$ cat config.mk
export PLATFORM = sky130hd
export DESIGN_NAME = vnt_divider
export DESIGN_NICKNAME = d
export VERILOG_FILES = /design/src/vnt_pkg.sv /design/src/vnt_divider.sv
export SDC_FILE = /design/constraint.sdc
export NUM_CORES = 1
export LEC_CHECK = 0
export BUFFER_PORTS_ARGS = -buffer_cell sky130_fd_sc_hd__buf_2
export CORE_ASPECT_RATIO = 1.25
export CORE_UTILIZATION = 40
export DETAILED_ROUTE_END_ITERATION = 10
export HOLD_SLACK_MARGIN = 0.05
export SETUP_SLACK_MARGIN = 0.5
export SLEW_MARGIN = 20
export SYNTH_ARGS = -nofsm -noshare
export SYNTH_HDL_FRONTEND = slang
export SYNTH_SLANG_ARGS = --single-unit
$ cat constraint.sdc
create_clock -name clk -period 4.75 [get_ports clk]
set_input_delay 0.2375 -clock clk [delete_from_list [all_inputs] [get_ports clk]]
set_output_delay 0.2375 -clock clk [all_outputs]
set_load 0.01 [all_outputs]
$ cat src/vnt_pkg.sv
// Shared constants, types and table builders for the value-noise texture block.
package vnt_pkg;

  // Field and datapath widths.
  localparam int COORD_W     = 10;
  localparam int ADDR_W      = 20;
  localparam int FWIDTH_W    = 11;
  localparam int PERSIST_W   = 15;
  localparam int OCT_W       = 4;
  localparam int DIV_W       = 16;
  localparam int GAIN_W      = 16;
  localparam int WORD_W      = 32;
  localparam int CFG_INDEX_W = 3;

  // Octave limits and the coordinate scaling that the divider works with.
  localparam int MAX_OCTAVES = 8;
  localparam int FRAC_W      = 16;
  localparam int DIV_SHIFT   = 24 + MAX_OCTAVES - 1;
  localparam int QUO_W       = COORD_W + DIV_SHIFT;

  // Noise and accumulation widths.
  localparam int NOISE_W  = 32;
  localparam int AMP_W    = 22;
  localparam int AMP_FRAC = 14;
  localparam int TOTAL_W  = 44;
  localparam int SUM_W    = 36;

  // Lattice grid held in the tap chain: four by four points around a sample.
  localparam int GRID = 4;
  localparam int TAPS = GRID * GRID;

  // Cosine weight table.
  localparam int COS_ENTRIES = 1024;
  localparam int COS_IDX_W   = $clog2(COS_ENTRIES);

  // Lattice hash constants.
  localparam logic [WORD_W-1:0] HASH_MUL_Y = 32'd57;
  localparam int                HASH_SHIFT = 13;
  localparam logic [WORD_W-1:0] HASH_K1    = 32'd15731;
  localparam logic [WORD_W-1:0] HASH_K2    = 32'd789221;
  localparam logic [WORD_W-1:0] HASH_K3    = 32'd1376312589;

  localparam longint Q30_ONE = 64'sd1 << 30;
  localparam longint PI_Q30  = 64'sd3373259426;

  // Register indexes of the configuration port.
  typedef enum logic [CFG_INDEX_W-1:0] {
    CFG_PERSISTENCE  = 3'd0,
    CFG_OCTAVE_COUNT = 3'd1,
    CFG_ZOOM         = 3'd2,
    CFG_RED_GAIN     = 3'd3,
    CFG_GREEN_GAIN   = 3'd4,
    CFG_BLUE_GAIN    = 3'd5,
    CFG_NOISE_SEED   = 3'd6,
    CFG_FRAME_WIDTH  = 3'd7
  } cfg_index_t;

  // Sequencer states.
  typedef enum logic [2:0] {
    ST_IDLE,
    ST_DIVIDE,
    ST_SETUP,
    ST_HASH,
    ST_SMOOTH,
    ST_BLEND,
    ST_COLOR,
    ST_EMIT
  } state_t;

  typedef logic [FRAC_W:0] cos_word_t;
  typedef cos_word_t cos_table_t [COS_ENTRIES];

  // Taylor series divisors (2j)(2j-1) for j = 0..6; entry 0 is unused.
  localparam longint TaylorDiv [7] = '{1, 2, 12, 30, 56, 90, 132};

  // One entry of the raised-cosine weight table, (1-cos(pi*k/N))/2 in Q16.
  function automatic cos_word_t cos_entry(int k);
    longint h;
    longint u;
    longint u2;
    longint c;
    longint p;
    longint w;
    bit     mirror;
    h      = k;
    mirror = 1'b0;
    if (2 * k > COS_ENTRIES) begin
      h      = COS_ENTRIES - k;
      mirror = 1'b1;
    end
    u  = (PI_Q30 * h) / COS_ENTRIES;
    u2 = (u * u) >>> 30;
    c  = Q30_ONE;
    for (int j = 6; j >= 1; j--) begin
      p = (u2 * c) >>> 30;
      c = Q30_ONE - p / TaylorDiv[j];
      if (c < 0) c = 0;
    end
    w = (Q30_ONE - c) >>> 15;
    if (mirror) w = 65536 - w;
    return cos_word_t'(w);
  endfunction

  // Whole weight table, built at elaboration.
  function automatic cos_table_t build_cos_table();
    cos_table_t t;
    for (int k = 0; k < COS_ENTRIES; k++) t[k] = cos_entry(k);
    return t;
  endfunction

endpackage

$ cat src/vnt_divider.sv
// Radix-2 restoring divider that scales both coordinates by the zoom divisor.
module vnt_divider (
  input  logic                              clk,
  input  logic                              rst,
  input  logic                              start,
  input  logic [vnt_pkg::COORD_W-1:0]       col,
  input  logic [vnt_pkg::COORD_W-1:0]       row,
  input  logic [vnt_pkg::DIV_W-1:0]         divisor,
  output logic                              done,
  output logic [vnt_pkg::QUO_W-1:0]         quo_x,
  output logic [vnt_pkg::QUO_W-1:0]         quo_y
);
  import vnt_pkg::*;

  localparam int CNT_W = $clog2(QUO_W);

  logic             running;
  logic [CNT_W-1:0] cnt;
  logic [DIV_W-1:0] dv;
  logic [COORD_W-1:0] num [2];
  logic [DIV_W-1:0]   rem [2];
  logic [QUO_W-1:0]   quo [2];
  logic [DIV_W:0]     trial [2];
  logic               ge [2];

  // Trial subtraction for both lanes; the numerator's low zeros shift in after the coordinate.
  always_comb begin
    for (int l = 0; l < 2; l++) begin
      trial[l] = {rem[l], num[l][COORD_W-1]};
      ge[l]    = trial[l] >= {1'b0, dv};
    end
  end

  // Step counter: one quotient bit per cycle.
  always_ff @(posedge clk) begin
    if (rst) begin
      running <= 1'b0;
      done    <= 1'b0;
      cnt     <= '0;
    end else begin
      done <= 1'b0;
      if (start) begin
        running <= 1'b1;
        cnt     <= '0;
      end else if (running) begin
        cnt <= cnt + 1'b1;
        if (cnt == CNT_W'(QUO_W - 1)) begin
          running <= 1'b0;
          done    <= 1'b1;
        end
      end
    end
  end

  // Remainder and quotient registers.
  always_ff @(posedge clk) begin
    if (start) begin
      num[0] <= col;
      num[1] <= row;
      rem[0] <= '0;
      rem[1] <= '0;
      dv     <= divisor;
    end else if (running) begin
      for (int l = 0; l < 2; l++) begin
        num[l] <= num[l] << 1;
        rem[l] <= ge[l] ? DIV_W'(trial[l] - {1'b0, dv}) : trial[l][DIV_W-1:0];
        quo[l] <= {quo[l][QUO_W-2:0], ge[l]};
      end
    end
  end

  assign quo_x = quo[0];
  assign quo_y = quo[1];

endmodule

==> reports/summary.txt <==
Outcome: finished, final reports clean
Tot GR Track Use: 0.163
Global-route wire length before repair: 23.3 mm
Core Area: 17600 um2
Synth Net Count: 629
Layout Nets: 775
Starting Density: 0.410
Setup CP Type: register to register
Fmax: 340 MHz
Synth Instances: 554
Synth cell types: 53
Placed cell count: 888
NetSw: 0.000943 W
Slew @ Worst Pin: 0.830 ns
Global routing met1 resource utilization: 0.196
Sequential Area: 4660 um2
Worst hold margin: 0.0800 ns
ANT nets after route: 0
Total grt overflow: 0
Pwr/cell area: 398 nW/um2
DRC viols: 0
Wire per inst: 15.6 um
Area leader, netlist: edfxtp_1
Most used DFF post-synth: edfxtp_1
Worst-skew pair later-pin latency: 0.42 ns
Static Leakage: 3.61 nW
TritonCTS Buffers: 17
Finished Layout Cells: 937
# resized after CTS: 0
Layout Utilization: 0.498
Clock Skew: 0.00889 ns
Final cycle utilization of the critical path: 0.618
CTS clk-pin slew, worst paths: 0.07 ns
Met2 Resource Use GR: 0.278
Antenna cell count: 0
Boundary Pins: 122
Sw Share: 0.271
Hold-fix buffer count after cts: 17
Iteration-0 DRC count of the detailed router: 347
Setup TNS: 0 ns
Met3 Track Usage GR: 0.0450
Number of global-route vias before repair: 4689
RSZ-0062 raised after global routing: no
Number of setup violations in the final report: 0
Clock power share: 0.366
Fin crit period: 2.94 ns
MaxCap Viol Count: 0
Max Slew Vio Count: 0
Arrival time worst endpoint: 3.10 ns
GPL Wtd Cong: 0.824
Multi-input gate area: 2350 um2
Root buffer cell: clkbuf_16
Reg power frac: 0.476
Dpl hpwl: 10.3 mm
CP Capture Type: register
Logic pwr share: 0.158
Post-synthesis area per instance: 13.0 um2
Share of cells above drive strength 1: 0.237
Post-CTS setup buffer count: 0
Via count: 4753
Post-layout total power: 0.00349 W
IO buf count: 121
WP data required: 4.91 ns
Pin count of the biggest net entering global routing: 72
Initial antenna violation count: 0
Hold Fails Final Rpt: 0
FF+latch count, synth: 158
Layout area overhead: 21.5%
GR peak layer: met2
Critical Path Source Type: register
Reg2Reg Launch Point: dv[1]
# rows: 54
Post-synth top area share: 0.625
Post-synth EDFFs: 150
CTS tree: built
Slew margin rel.: 0.446
Ranking of synthesized cells by area: edfxtp_1 (63%), ha_1 (5.9%), nand2_1 (3.7%)
Mapped cell area: 7200 um2
Sequential-to-total area share from yosys stat: 0.648
WL final: 14.7 mm
Die area: 18500 um2
Fill cells: 1552
Critical Path Start: dv[1]
HP Class: primary input to register
CTS Buffer Depth: 2
Vias per cell: 5.07
Worst Hold Launch: col[1]
Clock Sinks: 158
Synth Warn #: 0
VDD IR max: 0.000253 V
Chip width: 122 um
Detailed Routing Iterations Pass 1: 5
Die Y: 152 um
Cell Int Power: 0.00254 W
Highest net fanout along the worst path: 13
H-Tree Depth: 4
Post-synth ARST share: 0
cells by family (layout without fill, tap and decap cells):
kind of cell,after synthesis,after routing,share of synthesized area
xor gates and xnor gates,21,21,0.0255
and+or+nand+nor,188,188,0.121
DFF,158,158,0.648
AOI/OAI and AO/OA,89,89,0.0869
adders and majority gates,36,36,0.0646
muxes,20,20,0.0278
buffers and inverters,42,201,0.0266
critical path, stage by stage (launching register included):
cell and delay [ns]:
edfxtp_1 0.42, inv_1 0.09, ha_1 0.30, nor2b_1 0.13, o21ai_1 0.09, a21oi_1 0.29, o311ai_1 0.16, a31oi_2 0.57
buf_4 0.34, nor2b_1 0.07, a31oi_1 0.15, nor2_1 0.05
power groups by stage:
stage                     combinational, W  clock [W]  sequential, W
after floorplan                   0.000412          0        0.00169
after global placement            0.000536          0        0.00169
after detailed placement          0.000540          0        0.00169
after CTS                         0.000555    0.00131        0.00166
after global routing              0.000617    0.00137        0.00167
final                             0.000551    0.00127        0.00166
cell type report:
| cell class | instances | share of cell area |
|---|---|---|
| clock inverters | 15 | 0.0143 |
| well taps | 224 | 0.0320 |
| flip-flops and latches | 158 | 0.533 |
| multi-input cells | 354 | 0.268 |
| inverters | 27 | 0.0119 |
| repair buffers | 142 | 0.0921 |
| clock buffers | 17 | 0.0486 |
worst paths after layout:
check	endpoint	slack, ns	cells past startpoint
worst max-delay path	rem[0][12]	1.81	11
worst min-delay path	num[0][1]	0.08	3
worst max register to register	rem[0][12]	1.81	11
worst min register to register	quo[0][15]	0.44	0
metrics by stage:
step,area [um2],worst slack (ns)
3_3_place_gp,8030,1.89
4_1_cts,8750,1.80
5_1_grt,8750,1.58
2_1_floorplan,7200,0.962
6_report,8750,1.81
3_5_place_dp,8030,1.82
cells in the mapped netlist, drive strengths merged, types with 2 or more instances:
cell type,number
a211o,2
a211oi,6
a21boi,4
a21o,10
a21oi,23
a31oi,5
and2,4
and3,4
and4,2
buf,5
clkbuf,10
dfxtp,8
edfxtp,150
fa,2
ha,34
inv,27
mux2i,20
nand2,71
nand2b,6
nand3,9
nand3b,3
nand4,4
nand4b,3
nor2,51
nor2b,7
nor3,14
nor4,2
o21a,7
o21ai,19
o21bai,3
o311ai,2
o31a,2
or2,4
or3,2
xnor2,10
xor2,11
metal layers:
layer / vias to the layer above / part of all wire
met4: 0 / 0.016
li1: 2320 / -
met1: 2271 / 0.43
met2: 143 / 0.50
met5: - / 0
met3: 19 / 0.054
sequential cells by signal, summed over array words and instances, names as in the netlist:
signal and cells:
cnt 6, rem 32, done 1, num 20, quo 82, dv 16
running 1
cell usage in the layout (no fill, tap or decap), types with 17 or more instances in the layout:
cell / n
mux2i_1: 20
clkbuf_16: 17
a21oi_1: 22
inv_1: 26
ha_1: 34
edfxtp_1: 150
o21ai_0: 17
buf_2: 121
dlygate4sd3_1: 17
nand2_1: 71
nor2_1: 51
Note: power is estimated with default switching activity, not from simulation.
