File: config.mk
export PLATFORM = sky130hd
export DESIGN_NAME = vnt_hash
export DESIGN_NICKNAME = d
export VERILOG_FILES = /design/src/vnt_pkg.sv /design/src/vnt_hash.sv
export SDC_FILE = /design/constraint.sdc
export NUM_CORES = 2
export LEC_CHECK = 0
export BUFFER_PORTS_ARGS = -buffer_cell sky130_fd_sc_hd__clkbuf_2
export CAP_MARGIN = 20
export CELL_PAD_IN_SITES_DETAIL_PLACEMENT = 0
export CELL_PAD_IN_SITES_GLOBAL_PLACEMENT = 1
export CORE_ASPECT_RATIO = 1.1
export CORE_UTILIZATION = 47
export CTS_CLUSTER_DIAMETER = 40
export CTS_CLUSTER_SIZE = 16
export DETAILED_ROUTE_END_ITERATION = 10
export PLACE_DENSITY = 0.81
export SLEW_MARGIN = 20
export SYNTH_ARGS = -nofsm -noshare
export SYNTH_HDL_FRONTEND = slang
export SYNTH_SLANG_ARGS = --single-unit
File: constraint.sdc
create_clock -name clk -period 7.18 [get_ports clk]
set_input_delay 0.718 -clock clk [delete_from_list [all_inputs] [get_ports clk]]
set_output_delay 0.718 -clock clk [all_outputs]
set_load 0.03 [all_outputs]
File: src/vnt_pkg.sv
// Shared constants, types and table builders for the value-noise texture block.
package vnt_pkg;

  // Field and datapath widths.
  localparam int COORD_W     = 10;
  localparam int ADDR_W      = 20;
  localparam int FWIDTH_W    = 11;
  localparam int PERSIST_W   = 15;
  localparam int OCT_W       = 4;
  localparam int DIV_W       = 16;
  localparam int GAIN_W      = 16;
  localparam int WORD_W      = 32;
  localparam int CFG_INDEX_W = 3;

  // Octave limits and the coordinate scaling that the divider works with.
  localparam int MAX_OCTAVES = 8;
  localparam int FRAC_W      = 16;
  localparam int DIV_SHIFT   = 24 + MAX_OCTAVES - 1;
  localparam int QUO_W       = COORD_W + DIV_SHIFT;

  // Noise and accumulation widths.
  localparam int NOISE_W  = 32;
  localparam int AMP_W    = 22;
  localparam int AMP_FRAC = 14;
  localparam int TOTAL_W  = 44;
  localparam int SUM_W    = 36;

  // Lattice grid held in the tap chain: four by four points around a sample.
  localparam int GRID = 4;
  localparam int TAPS = GRID * GRID;

  // Cosine weight table.
  localparam int COS_ENTRIES = 1024;
  localparam int COS_IDX_W   = $clog2(COS_ENTRIES);

  // Lattice hash constants.
  localparam logic [WORD_W-1:0] HASH_MUL_Y = 32'd57;
  localparam int                HASH_SHIFT = 13;
  localparam logic [WORD_W-1:0] HASH_K1    = 32'd15731;
  localparam logic [WORD_W-1:0] HASH_K2    = 32'd789221;
  localparam logic [WORD_W-1:0] HASH_K3    = 32'd1376312589;

  localparam longint Q30_ONE = 64'sd1 << 30;
  localparam longint PI_Q30  = 64'sd3373259426;

  // Register indexes of the configuration port.
  typedef enum logic [CFG_INDEX_W-1:0] {
    CFG_PERSISTENCE  = 3'd0,
    CFG_OCTAVE_COUNT = 3'd1,
    CFG_ZOOM         = 3'd2,
    CFG_RED_GAIN     = 3'd3,
    CFG_GREEN_GAIN   = 3'd4,
    CFG_BLUE_GAIN    = 3'd5,
    CFG_NOISE_SEED   = 3'd6,
    CFG_FRAME_WIDTH  = 3'd7
  } cfg_index_t;

  // Sequencer states.
  typedef enum logic [2:0] {
    ST_IDLE,
    ST_DIVIDE,
    ST_SETUP,
    ST_HASH,
    ST_SMOOTH,
    ST_BLEND,
    ST_COLOR,
    ST_EMIT
  } state_t;

  typedef logic [FRAC_W:0] cos_word_t;
  typedef cos_word_t cos_table_t [COS_ENTRIES];

  // Taylor series divisors (2j)(2j-1) for j = 0..6; entry 0 is unused.
  localparam longint TaylorDiv [7] = '{1, 2, 12, 30, 56, 90, 132};

  // One entry of the raised-cosine weight table, (1-cos(pi*k/N))/2 in Q16.
  function automatic cos_word_t cos_entry(int k);
    longint h;
    longint u;
    longint u2;
    longint c;
    longint p;
    longint w;
    bit     mirror;
    h      = k;
    mirror = 1'b0;
    if (2 * k > COS_ENTRIES) begin
      h      = COS_ENTRIES - k;
      mirror = 1'b1;
    end
    u  = (PI_Q30 * h) / COS_ENTRIES;
    u2 = (u * u) >>> 30;
    c  = Q30_ONE;
    for (int j = 6; j >= 1; j--) begin
      p = (u2 * c) >>> 30;
      c = Q30_ONE - p / TaylorDiv[j];
      if (c < 0) c = 0;
    end
    w = (Q30_ONE - c) >>> 15;
    if (mirror) w = 65536 - w;
    return cos_word_t'(w);
  endfunction

  // Whole weight table, built at elaboration.
  function automatic cos_table_t build_cos_table();
    cos_table_t t;
    for (int k = 0; k < COS_ENTRIES; k++) t[k] = cos_entry(k);
    return t;
  endfunction

endpackage

File: src/vnt_hash.sv
// Four-stage pipelined integer lattice hash giving Q2.30 noise.
module vnt_hash (
  input  logic                                clk,
  input  logic                                rst,
  input  logic                                start,
  input  logic        [vnt_pkg::WORD_W-1:0]   x,
  input  logic        [vnt_pkg::WORD_W-1:0]   y,
  input  logic        [vnt_pkg::WORD_W-1:0]   seed,
  output logic                                done,
  output logic signed [vnt_pkg::NOISE_W-1:0]  noise
);
  import vnt_pkg::*;

  logic [3:0]        vpipe;
  logic [WORD_W-1:0] base;
  logic [WORD_W-1:0] n0;
  logic [WORD_W-1:0] n1;
  logic [WORD_W-1:0] n2;
  logic [WORD_W-1:0] sq;
  logic [WORD_W-1:0] t2;
  logic [WORD_W-1:0] m;

  // Valid bits follow the words through the stages.
  always_ff @(posedge clk) begin
    if (rst) begin
      vpipe <= '0;
    end else begin
      vpipe <= {vpipe[2:0], start};
    end
  end

  assign base = x + y * HASH_MUL_Y + seed;
  assign m    = n2 * t2 + HASH_K3;

  // Mix, square, polynomial, then the final product; all arithmetic wraps at 32 bits.
  always_ff @(posedge clk) begin
    n0    <= base ^ (base << HASH_SHIFT);
    sq    <= n0 * n0;
    n1    <= n0;
    t2    <= sq * HASH_K1 + HASH_K2;
    n2    <= n1;
    noise <= $signed(NOISE_W'(Q30_ONE)) - $signed({1'b0, m[WORD_W-2:0]});
  end

  assign done = vpipe[3];

endmodule

==> impl_metrics.py <==
metrics = {
    "run_status": {
        "status": "complete, but fails checks",
        "violations": "negative setup slack",
    },
    "logic_synthesis": {
        "syn_area_um2": 43300,
        "synth_cell_types": 79,
        "synth-seq-area-share_pct": 8.69,
        "yosys_warnings": 0,
        "synth_seq_cells": 188,
        "synth-edff-count": 0,
        "syn_avg_cell_area_um2": 9.64,
        "synth_cells": 4492,
        "synth_flop_cell": "dfxtp_1",
        "async_flop_share_pct": 0,
    },
    "floorplanning": {
        "initial_utilization_pct": 47.5,
        "die_area_um2": 93400,
        "dieWidth_um": 291,
        "ios": 132,
        "num_rows": 116,
        "die_h_um": 320,
        "coreArea_um2": 91100,
    },
    "sta": {
        "slew_headroom_pct": 42.4,
        "slew_violations": 0,
        "tightest_slew_ps": 858,
        "clock_skew_ps": 21.8,
        "worst_slack_ps": -21.6,
        "fin_crit_sh_pct": 100,
        "tns_ps": -21.6,
        "grt_setup_unrepaired": "true",
        "hold_viol": 0,
        "timing.fmax_ghz": 0.139,
        "fin_crit_ps": 7200,
        "finalSetupViolCount": 1,
    },
    "worst_setup_path": {
        "worstPathMaxFanout": 6,
        "slowest_stage": "fa_2",
        "worstPathRequired_ps": 7570,
        "worstReg2RegStart": "t2[5]",
        "crit_chain": "buf_6 > and2_4 > fa_2 > fa_1 > fa_1 > inv_1 > fa_1 > inv_2 > ha_4 > inv_2 > fa_1 > inv_2 > fa_1 > fa_1 > ha_4 > nand3_2 > or3_4 > o211a_4 > xnor2_2 > a211oi_2 > nand3b_1 > nor3_4 > nand3_4 > o41a_1",
        "crit_type": "flop to flop",
        "end_kind": "flop",
        "crit_path_start": "t2[5]",
        "path_common_cell": "fa_1",
        "reg2reg_slack_ps": -20,
        "crit_arrival_ps": 7590,
        "startpoint_type": "flop",
        "rr_worst_depth": 24,
        "max_stage_delay_ps": 540,
    },
    "cts": {
        "ctsLongestPathBuffers": 2,
        "clk_pin_slew_ps": 90,
        "cts_buffers": 17,
        "cts_tree": "built",
        "cts_htree_levels": 4,
        "cts.sinks": 188,
        "cts-root-buf": "clkbuf_16",
        "clkLatencyLatePin_ps": 510,
    },
    "route": {
        "dr.max_layer_used": "met4",
        "vias_per_cell": 4.92,
        "drtIter0Drc": 1156,
        "dr_wl_met3_mm": 3.26,
        "final_antenna_net_count": 0,
        "drt-met1-wl_mm": 38.1,
        "wl_per_cell_um": 16.1,
        "dr_total_vias": 29500,
        "first_pass_iters": 5,
        "finalWirelength_mm": 96.6,
        "wl_met2_mm": 52.2,
        "drc": 0,
    },
    "global_route": {
        "antenna_found_initial": 4,
        "grt_pass1_wl_mm": 163,
        "grt_pass1_vias": 33000,
        "grt_use_total_pct": 22.0,
        "grt_overflow": 0,
        "grt_max_degree": 24,
    },
    "worst_hold_path": {
        "hold_path_class": "flop to flop",
        "hold-path-cell-count": 0,
        "holdCritStartpoint": "n1[9]",
    },
    "layout": {
        "final_nets": 6328,
        "fin_util_pct": 53.2,
        "layout_commonest_cell": "inv_1",
        "mostFrequentLayoutCells": "inv_1, fa_1, ha_1",
        "final_layout_size_suffix_gt1_share_pct": 12.2,
        "area.growth.synth_to_final_pct": 12.0,
    },
    "placed_design": {
        "hpwlAfterDp_mm": 85.0,
        "dp_slack_ps": -218,
        "port_buffers": 128,
        "gp_congestion": 0.895,
    },
    "flow_run": {
        "drv_cap": 0,
    },
}
-- final timing paths --
path / to
worst max-delay path: noise[31]
worst min register to register: n2[9]
worst max register to register: noise[31]
worst min-delay path: n2[9]
-- synth_stat cells, drive strengths merged (10+ instances only) --
| cell type | n | area share, % |
|---|---|---|
| nand2 | 362 | 3.1 |
| inv | 1253 | 11 |
| xor2 | 61 | 1.2 |
| o21a | 15 | 0.26 |
| o21bai | 13 | 0.23 |
| nor3 | 27 | 0.34 |
| a211oi | 16 | 0.31 |
| clkbuf | 113 | 0.98 |
| o21ai | 45 | 0.53 |
| fa | 972 | 45 |
| xnor2 | 197 | 4.0 |
| ha | 460 | 13 |
| a21oi | 81 | 0.94 |
| a21o | 38 | 0.66 |
| nor2b | 15 | 0.22 |
| and2 | 383 | 5.5 |
| nor2 | 76 | 0.66 |
| and3 | 14 | 0.20 |
| dfxtp | 188 | 8.7 |
| nand3 | 22 | 0.27 |
| or2 | 10 | 0.14 |
| a31oi | 10 | 0.14 |
-- registers in the layout, summed over array words and instances, names as in the netlist --
signal,count
sq,30
noise,32
vpipe,4
n0,31
n2,31
t2,30
n1,30
-- stage by stage --
step           cells  hold slack [ps]  cell area [um2]
6_report        5991              324            48500
5_1_grt         5990              335            48500
4_1_cts         5974              327            48000
3_5_place_dp    5935              312            47100
3_3_place_gp    5935              310            47100
2_1_floorplan   4494              310            43500
-- repair_timing --
action,CTS,global route
setup endpoints to repair,11,20
hold buffers,0,0
pin swaps,39,45
gates cloned,0,0
buffers inserted,7,18
resized for setup,43,112
-- per-layer routing --
| layer | up-vias | track usage [%] |
|---|---|---|
| li1 | 13800 | - |
| met1 | 14900 | 25.7 |
| met2 | 593 | 42.0 |
| met3 | 172 | 2.05 |
| met4 | 0 | 7.17 |
| met5 | - | 0 |
-- worst max-delay path: cells and delay by family (launching register included) --
family,cells,cell delay [ps]
AO/OA/AOI/OAI,3,900
AND/OR/NAND/NOR,6,1300
XOR/XNOR,1,150
adder cells (fa/ha/maj),9,4050
flip-flops,1,380
buffers and inverters,5,300
-- final cells by class --
| type | count | area [um2] |
|---|---|---|
| fillers | 8220 | 42600 |
| clock inverters | 15 | 218 |
| inverters | 1253 | 4700 |
| flip-flops and latches | 188 | 3830 |
| clock buffers | 17 | 425 |
| multi-input cells | 2937 | 34900 |
| well taps | 1180 | 1480 |
| diodes | 1 | 2.50 |
| repair buffers | 400 | 2940 |
-- kinds of logic (layout without fill, tap and decap cells) --
family	Yosys count	in the layout	share of synthesized area, %
fa+ha+maj	1432	1432	58.2
buf+inv	1369	1685	11.9
simple gates	957	957	11.4
compound gates	285	285	4.55
xor+xnor	258	258	5.22
flops	188	188	8.69
other cells	2	5	0.0173
mux	1	1	0.0231
Power is not shown: default switching activity piles up to over one toggle a cycle in this logic, so the estimate is an artifact.
