**config.mk**
```make
export PLATFORM = sky130hd
export DESIGN_NAME = vnt_tap_cell
export DESIGN_NICKNAME = d
export VERILOG_FILES = /design/src/vnt_pkg.sv /design/src/vnt_tap_cell.sv
export SDC_FILE = /design/constraint.sdc
export NUM_CORES = 1
export LEC_CHECK = 0
export ABC_AREA = 1
export BUFFER_PORTS_ARGS = -buffer_cell sky130_fd_sc_hd__buf_4
export CORE_ASPECT_RATIO = 1.5
export CORE_UTILIZATION = 30
export DETAILED_ROUTE_END_ITERATION = 12
export SYNTH_ARGS = -nofsm -noshare
export SYNTH_HDL_FRONTEND = slang
export SYNTH_SLANG_ARGS = --single-unit
```
**constraint.sdc**
```tcl
create_clock -name clk -period 0.8 [get_ports clk]
set_input_delay 0.08 -clock clk [delete_from_list [all_inputs] [get_ports clk]]
set_output_delay 0.08 -clock clk [all_outputs]
set_load 0.005 [all_outputs]
```
**src/vnt_pkg.sv**
```systemverilog
// Shared constants, types and table builders for the value-noise texture block.
package vnt_pkg;

  // Field and datapath widths.
  localparam int COORD_W     = 10;
  localparam int ADDR_W      = 20;
  localparam int FWIDTH_W    = 11;
  localparam int PERSIST_W   = 15;
  localparam int OCT_W       = 4;
  localparam int DIV_W       = 16;
  localparam int GAIN_W      = 16;
  localparam int WORD_W      = 32;
  localparam int CFG_INDEX_W = 3;

  // Octave limits and the coordinate scaling that the divider works with.
  localparam int MAX_OCTAVES = 8;
  localparam int FRAC_W      = 16;
  localparam int DIV_SHIFT   = 24 + MAX_OCTAVES - 1;
  localparam int QUO_W       = COORD_W + DIV_SHIFT;

  // Noise and accumulation widths.
  localparam int NOISE_W  = 32;
  localparam int AMP_W    = 22;
  localparam int AMP_FRAC = 14;
  localparam int TOTAL_W  = 44;
  localparam int SUM_W    = 36;

  // Lattice grid held in the tap chain: four by four points around a sample.
  localparam int GRID = 4;
  localparam int TAPS = GRID * GRID;

  // Cosine weight table.
  localparam int COS_ENTRIES = 1024;
  localparam int COS_IDX_W   = $clog2(COS_ENTRIES);

  // Lattice hash constants.
  localparam logic [WORD_W-1:0] HASH_MUL_Y = 32'd57;
  localparam int                HASH_SHIFT = 13;
  localparam logic [WORD_W-1:0] HASH_K1    = 32'd15731;
  localparam logic [WORD_W-1:0] HASH_K2    = 32'd789221;
  localparam logic [WORD_W-1:0] HASH_K3    = 32'd1376312589;

  localparam longint Q30_ONE = 64'sd1 << 30;
  localparam longint PI_Q30  = 64'sd3373259426;

  // Register indexes of the configuration port.
  typedef enum logic [CFG_INDEX_W-1:0] {
    CFG_PERSISTENCE  = 3'd0,
    CFG_OCTAVE_COUNT = 3'd1,
    CFG_ZOOM         = 3'd2,
    CFG_RED_GAIN     = 3'd3,
    CFG_GREEN_GAIN   = 3'd4,
    CFG_BLUE_GAIN    = 3'd5,
    CFG_NOISE_SEED   = 3'd6,
    CFG_FRAME_WIDTH  = 3'd7
  } cfg_index_t;

  // Sequencer states.
  typedef enum logic [2:0] {
    ST_IDLE,
    ST_DIVIDE,
    ST_SETUP,
    ST_HASH,
    ST_SMOOTH,
    ST_BLEND,
    ST_COLOR,
    ST_EMIT
  } state_t;

  typedef logic [FRAC_W:0] cos_word_t;
  typedef cos_word_t cos_table_t [COS_ENTRIES];

  // Taylor series divisors (2j)(2j-1) for j = 0..6; entry 0 is unused.
  localparam longint TaylorDiv [7] = '{1, 2, 12, 30, 56, 90, 132};

  // One entry of the raised-cosine weight table, (1-cos(pi*k/N))/2 in Q16.
  function automatic cos_word_t cos_entry(int k);
    longint h;
    longint u;
    longint u2;
    longint c;
    longint p;
    longint w;
    bit     mirror;
    h      = k;
    mirror = 1'b0;
    if (2 * k > COS_ENTRIES) begin
      h      = COS_ENTRIES - k;
      mirror = 1'b1;
    end
    u  = (PI_Q30 * h) / COS_ENTRIES;
    u2 = (u * u) >>> 30;
    c  = Q30_ONE;
    for (int j = 6; j >= 1; j--) begin
      p = (u2 * c) >>> 30;
      c = Q30_ONE - p / TaylorDiv[j];
      if (c < 0) c = 0;
    end
    w = (Q30_ONE - c) >>> 15;
    if (mirror) w = 65536 - w;
    return cos_word_t'(w);
  endfunction

  // Whole weight table, built at elaboration.
  function automatic cos_table_t build_cos_table();
    cos_table_t t;
    for (int k = 0; k < COS_ENTRIES; k++) t[k] = cos_entry(k);
    return t;
  endfunction

endpackage

```
**src/vnt_tap_cell.sv**
```systemverilog
// One cell of the lattice noise chain: holds a word and passes it on when shifting.
module vnt_tap_cell (
  input  logic                                 clk,
  input  logic                                 shift,
  input  logic signed [vnt_pkg::NOISE_W-1:0]   d,
  output logic signed [vnt_pkg::NOISE_W-1:0]   q
);
  import vnt_pkg::*;

  // The word moves one cell down the chain on each new hash result.
  always_ff @(posedge clk) begin
    if (shift) begin
      q <= d;
    end
  end

endmodule

```
==> metrics.txt, run 1 <==
Startpoint Class=register; largest net degree at the start of global routing=19; dpl cells=138; H-tree depth=2; Reg with most FFs=q; Fill cells=207; min-delay worst type=in2reg; DR WL/cell=between 10 and 15 µm; status=finished with violations; layout cell share with drive strength beyond 1=53.2%; Post-Place Setup Slack=149 ps; Remaining DRCs=0; critical-path cell list=buf_4; Cell Area, Synth=approximately 960 µm²; Leak Pwr=approximately 0.85 nW; relative slew slack=93.3%; HP Start=shift; row count=24; failing checks=setup timing; setup violators final=32; synthesized flop and latch total=32; clock-pin slew on the worst setup and hold paths=70 ps; multi-input gate count=0; Worst path max stage delay=370 ps; CP delay by family, top=flip-flops; total track usage=15.2%; first-pass detailed-route iteration total=2; initial antenna violation count=0; CTS tree=done; Period minus WS final=a little under 900 ps; cells after synthesis=32; WHS Path Cells=2; global route total overflow=0; synth warn=0; placed cell area=0.00154 mm²; Largest regs=q: 32 flops; initial core utilization=about a third; Final Hold Viols=0; crit path DAT=around 800 ps; fin area=0.00200 mm²; clk root buf=clkbuf_8; most common cell after layout, fill and taps aside=buf_4; Crit Path Class=reg2out; Hold EP=q[0]$_DFFE_PP_; first-pass GRT wire length=3.45 mm; TNS Setup=-2020 ps; max reg flops=32; PortBufs=65; Die Span X=between 40 and 50 µm; Via density=3.98; Final Instance Count excl. Fillers=178; Slew Limit Fails=0; Routed WL=around 2.3 mm; Worst-Margin Slew=100 ps; Die H=about 70 µm; Antenna Diode Count=0; total of max-cap violations=0; worst setup margin=-80.9 ps; vias in the first global route=762; commonest non-fill, non-tap cells in the layout=55 x buf_4, 32 x dlygate4sd3_1, 32 x edfxtp_1; Synth-to-Final Area Change=108%; Clock Tree Buf Depth=2; unrepaired setup endpoints after global routing=yes; crit path max-delay cell type=edfxtp_1; multi-input logic area=0 µm²; First DRT Iteration DRCs=6; Final GP Congestion=~0.68; worst endpoint required time=about 720 ps; clock sinks=32; Max IR drop VDD=~0.0016 V; Core ar.=0.00297 mm²; PD cells=2020 mW/mm²; Final ANT Viol Nets=0; Post-CTS Setup Bufs=0; CP bufs+invs=1; Mapped Nets=66; Critical Path Fanout Max=1; I/O pins=66; Crit. End Element=primary output; fin crit share=110%; full die area=0.00344 mm²; Fmax=1140 MHz; Final nets=roughly 170; Yosys cell types=1; cts bufs inserted=5; sequential fraction of the synthesis area=100%; Vias=between 700 and 800; Mean Syn Cell Area=30.0 µm²
where the power goes:
part	total (mW)	leakage (nW)	switching (mW)	internal, mW
clock network	1.48	0.0552	0.560	0.923
registers	2.04	0.313	0.0416	1.99
logic	0.536	0.477	0.148	0.388
synthesized netlist by cell type, drive strengths merged:
library cell	n	area (µm²)
edfxtp	32	961
metal layers:
metal  global-route usage (%)  wire [µm]
met3                     6.30        168
met2                     24.0       1280
met5                        0          0
met1                     16.3        824
met4                     8.33         64
per-stage QoR:
step,hold slack (ps),util [%],total power [mW]
after global placement,258,51.7,2.44
after detailed placement,259,51.7,2.45
after floorplan,179,-,2.08
final,179,67.4,4.05
after CTS,176,66.2,4.05
after global routing,176,67.4,4.22
layout make-up:
class	instances	area (µm²)	share of cell area, %
Clock inverter	2	35.0	1.75
Tap cell	39	48.8	2.44
Clock buffer	6	72.6	3.62
Sequential cell	32	961	48.0
Timing Repair Buffer	99	886	44.2
logic make-up after synthesis:
logic type / count (synthesis) / share of synthesized area [%]
DFF: 32 / 100
how the worst max path moves through the flow:
stage	from	to	slack [ps]	cells after the start
global placement	shift	q[10]$_DFFE_PP_	160	2
global route	q[19]$_DFFE_PP_	q[19]	-130	1
CTS	q[19]$_DFFE_PP_	q[19]	-90	1
detailed placement	shift	q[20]$_DFFE_PP_	150	2
floorplan	q[0]$_DFFE_PP_	q[0]	360	0
finish	q[24]$_DFFE_PP_	q[24]	-80	1
timing repair:
item / in CTS / in global routing
endpoints found under the hold margin: 32 / 0
endpoints found under the setup margin: 32 / 32
resized for setup: 1 / 9
hold buffers: 32 / 0
No activity file was read; power rests on OpenSTA's default activity.
==> run 2: changes to the inputs <==
--- a/config.mk
+++ b/config.mk
@@ -7,9 +7,13 @@
 export LEC_CHECK = 0
 export ABC_AREA = 1
 export BUFFER_PORTS_ARGS = -buffer_cell sky130_fd_sc_hd__buf_4
-export CORE_ASPECT_RATIO = 1.5
-export CORE_UTILIZATION = 30
+export CELL_PAD_IN_SITES_DETAIL_PLACEMENT = 1
+export CELL_PAD_IN_SITES_GLOBAL_PLACEMENT = 2
+export CORE_ASPECT_RATIO = 0.6
+export CORE_MARGIN = 2
+export CORE_UTILIZATION = 26
 export DETAILED_ROUTE_END_ITERATION = 12
+export PLACE_DENSITY_LB_ADDON = 0.1
 export SYNTH_ARGS = -nofsm -noshare
 export SYNTH_HDL_FRONTEND = slang
 export SYNTH_SLANG_ARGS = --single-unit
==> run 2 against run 1 <==
Compared with the run above:
- die area increased by 23%
- cell count increased by 4.5%
- the flow still finishes with violations (setup timing)
- sequential share of layout area increased by 0.79 points
- via count decreased by 0.28%
- hold slack improved by 24 ps
- largest cell class unchanged
==> metrics.txt, run 2 (synthesized netlist as in run 1, its figures left out) <==
Reg with most FFs=q; Worst path max stage delay=420 ps; worst endpoint required time=720 ps; CP bufs+invs=1; first-pass GRT wire length=3.62 mm; max reg flops=32; Final GP Congestion=0.706; clock-pin slew on the worst setup and hold paths=60 ps; multi-input gate count=0; vias in the first global route=roughly 770; Die H=51.1 µm; row count=17; Crit. End Element=primary output; fin area=0.00197 mm²; min-delay worst type=in2reg; largest net degree at the start of global routing=18; full die area=0.00421 mm²; DR WL/cell=12.7 µm; crit path DAT=830 ps; Core ar.=0.00359 mm²; clk root buf=clkbuf_8; commonest non-fill, non-tap cells in the layout=59 x buf_4, 32 x dlygate4sd3_1, 32 x edfxtp_1; H-tree depth=2; Routed WL=2.37 mm; Hold EP=q[17]$_DFFE_PP_; Max IR drop VDD=0.00131 V; Largest regs=q: 32 flops; PortBufs=65; critical-path cell list=buf_6; Tot Pwr=~3.7 mW; I/O pins=66; relative slew slack=92.3%; Slew Limit Fails=0; layout cell share with drive strength beyond 1=between 50% and 60%; placed cell area=~0.0015 mm²; total track usage=12.2%; Final Hold Viols=0; First DRT Iteration DRCs=16; Vias=706; status=finished with violations; Antenna Diode Count=0; multi-input logic area=0 µm²; Die Span X=82.5 µm; Period minus WS final=a little over 900 ps; Worst-Margin Slew=116 ps; HP Start=shift; first-pass detailed-route iteration total=3; Final ANT Viol Nets=0; global route total overflow=0; CP delay by family, top=flip-flops; most common cell after layout, fill and taps aside=buf_4; Fmax=1100 MHz; clock sinks=32; Clock Tree Buf Depth=2; Critical Path Fanout Max=1; total of max-cap violations=0; worst setup margin=-105 ps; Crit Path Class=reg2out; unrepaired setup endpoints after global routing=yes; Final nets=172; Via density=3.80; fin crit share=113%; failing checks=setup timing; CTS tree=done; Leak Pwr=roughly 0.83 nW; Synth-to-Final Area Change=105%; Remaining DRCs=0; initial antenna violation count=0; PD cells=1860 mW/mm²; Startpoint Class=register; initial core utilization=26.7%; WHS Path Cells=2; setup violators final=32; cts bufs inserted=5; crit path max-delay cell type=edfxtp_1
-- run 2: changes by cell type in the layout (fill, tap and decap cells not counted), sizes merged --
cell,change
clkbuf,+1
bufinv,-1
-- run 2: area by class of cell --
type / instances / area (µm²)
Sequential cell: 32 / 961
Timing Repair Buffer: 99 / 871
Fill cell: 355 / 1620
Clock inverter: 1 / 3.75
Clock buffer: 7 / 76.3
Tap cell: 47 / 58.8
-- run 2: what timing repair did --
item | 4_1_cts | 5_1_grt
endpoints found under the setup margin | 32 | 32
resized for setup | 0 | 6
hold buffers | 32 | 0
buffers inserted | 0 | 0
endpoints found under the hold margin | 32 | 0
-- run 2: power by group --
group | internal, mW | total [mW] | switching, mW
sequential | 1.99 | 2.04 | 0.0449
combinational | 0.378 | 0.524 | 0.145
clock | 0.604 | 1.11 | 0.507
total | 2.98 | 3.67 | 0.697
-- run 2: worst max-delay path by stage --
stage	startpoint	endpoint	slack, ps	cells after the start
finish	q[18]$_DFFE_PP_	q[18]	-110	1
global route	q[18]$_DFFE_PP_	q[18]	-140	1
floorplan	q[0]$_DFFE_PP_	q[0]	360	0
CTS	q[14]$_DFFE_PP_	q[14]	-90	1
global placement	shift	q[4]$_DFFE_PP_	150	2
detailed placement	shift	q[29]$_DFFE_PP_	150	2
-- run 2: routing by layer --
layer / GRT usage, % / up-vias / routed length, µm
li1: - / 340 / -
met1: 13.8 / 330 / 945
met2: 20.8 / 34 / 1230
met3: 4.95 / 2 / 175
met4: 4.17 / 0 / 15
met5: 0 / - / 0
-- run 2: per-stage QoR --
step                      utilization, %  cells  setup slack [ps]  TNS (ps)  hold slack (ps)
after floorplan                        -     32               365         0              179
after global placement              43.1    146               152         0              259
after detailed placement            43.1    146               149         0              259
after CTS                           54.2    186             -89.5     -2230              198
after global routing                54.8    186              -137     -2940              195
final                               54.8    186              -105     -1850              202
==> run 3: changes to the inputs <==
--- a/config.mk
+++ b/config.mk
@@ -11,7 +11,8 @@
 export CELL_PAD_IN_SITES_GLOBAL_PLACEMENT = 2
 export CORE_ASPECT_RATIO = 0.6
 export CORE_MARGIN = 2
-export CORE_UTILIZATION = 26
+export CORE_UTILIZATION = 27
+export CTS_BUF_LIST = sky130_fd_sc_hd__clkbuf_8
 export DETAILED_ROUTE_END_ITERATION = 12
 export PLACE_DENSITY_LB_ADDON = 0.1
 export SYNTH_ARGS = -nofsm -noshare
==> run 3 against run 2 <==
Compared with the run above:
- the flow still finishes with violations (setup timing)
- non-clock buffer count is the same
- cell count shrank 1.1%
- largest power group unchanged
- combinational power grew 1%
- total power shrank 0.20%
- critical path depth is the same
- first-iteration DRC count shrank 6.3%
- setup slack gained 7.6 ps
- global-route usage grew 1.3 points
- largest cell class unchanged
==> metrics.txt, run 3 (synthesized netlist as in run 1, its figures left out) <==
Max IR drop VDD=between 0.001 and 0.0015 V; Vias=698; multi-input logic area=0 µm²; first-pass GRT wire length=roughly 3.8 mm; Remaining DRCs=0; most common cell after layout, fill and taps aside=buf_4; critical-path cell list=buf_6; unrepaired setup endpoints after global routing=yes; clock sinks=32; row count=16; Post-Place Setup Slack=between 150 and 200 ps; Period minus WS final=898 ps; vias in the first global route=748; crit path DAT=820 ps; worst setup path endpoint=q[23]; min-delay worst type=in2reg; multi-input gate count=0; Die Span X=81.0 µm; fin crit share=112%; initial core utilization=28.9%; global route total overflow=0; clock-pin slew on the worst setup and hold paths=~60 ps; relative slew slack=93.3%; H-tree depth=2; PortBufs=65; Tot Pwr=3.67 mW; dpl cells=144; Final ANT Viol Nets=0; largest net degree at the start of global routing=18; first-pass detailed-route iteration total=2; Final Hold Viols=0; Post-CTS Setup Bufs=0; CTS tree=done; Via density=3.79; PD cells=between 1500 and 2000 mW/mm²; Final nets=172; cts bufs inserted=5; Synth-to-Final Area Change=105%; commonest non-fill, non-tap cells in the layout=58 x buf_4, 32 x dlygate4sd3_1, 32 x edfxtp_1; initial antenna violation count=0; Final Instance Count excl. Fillers=184; setup violators final=32; Clock Tree Buf Depth=2; Fmax=1110 MHz; Largest regs=q: 32 flops; Crit Path Class=reg2out; Crit. End Element=primary output; Startpoint Class=register; Final GP Congestion=0.716; crit path max-delay cell type=edfxtp_1; full die area=around 0.0041 mm²; Slew Limit Fails=0; worst setup margin=-97.8 ps; CP delay by family, top=flip-flops; total track usage=13.5%; Antenna Diode Count=0; Die H=50.2 µm; DR WL/cell=13.4 µm; max reg flops=32; Critical Path Fanout Max=1; crit path from=q[23]$_DFFE_PP_; CP bufs+invs=1; Worst path max stage delay=410 ps; Worst-Margin Slew=99.9 ps; layout cell share with drive strength beyond 1=51.8%; I/O pins=66; instance count on the critical path=1; clk root buf=clkbuf_8; worst endpoint required time=720 ps; Reg with most FFs=q; Leak Pwr=between 0.8 and 0.9 nW; Fill cells=between 300 and 400; total of max-cap violations=0; Routed WL=2.46 mm; Finished Core Util=59.3%; Core ar.=0.00332 mm²; failing checks=setup timing; First DRT Iteration DRCs=15; status=finished with violations
[run 3: worst min path at each step]
stage | from | endpoint | slack (ps) | cells after the start
floorplan | d[0] | q[0]$_DFFE_PP_ | 180 | 0
global placement | d[14] | q[14]$_DFFE_PP_ | 260 | 1
global route | shift | q[15]$_DFFE_PP_ | 190 | 2
finish | shift | q[15]$_DFFE_PP_ | 200 | 2
detailed placement | d[22] | q[22]$_DFFE_PP_ | 260 | 1
CTS | shift | q[31]$_DFFE_PP_ | 190 | 2
[run 3: metrics by stage]
stage / cell area [µm²] / hold WS, ps / setup TNS, ps
after floorplan: 961 / 179 / 0
after detailed placement: 1550 / 260 / 0
after global placement: 1550 / 258 / 0
final: 1970 / 199 / -1920
after CTS: 1950 / 190 / -2460
after global routing: 1970 / 189 / -3280
[run 3: what timing repair did]
| item | 4_1_cts | 5_1_grt |
|---|---|---|
| gates resized for setup | 1 | 6 |
| hold buffers | 32 | 0 |
| pin swaps | 0 | 0 |
| hold endpoints to repair | 32 | 0 |
| setup endpoints to repair | 32 | 32 |
[run 3: layer usage]
| metal | global-route usage (%) | vias to the layer above | part of all wire (%) |
|---|---|---|---|
| li1 | - | 340 | - |
| met1 | 16.8 | 320 | 41 |
| met2 | 19.8 | 36 | 50 |
| met3 | 7.01 | 2 | 8.3 |
| met4 | 5.08 | 0 | 1.1 |
| met5 | 0 | - | 0 |
[run 3: where the power goes]
group / internal (mW) / switching [mW]
Clock: 0.578 / 0.520
Combinational: 0.381 / 0.149
Sequential: 1.99 / 0.0440
Total: 2.95 / 0.713
[run 3: area by class of cell]
cell class | instances | area, µm² | area share [%]
Sequential cell | 32 | 961 | 48.7
Timing Repair Buffer | 99 | 875 | 44.4
Tap cell | 45 | 56.3 | 2.86
Clock buffer | 5 | 68.8 | 3.49
Clock inverter | 3 | 11.3 | 0.571
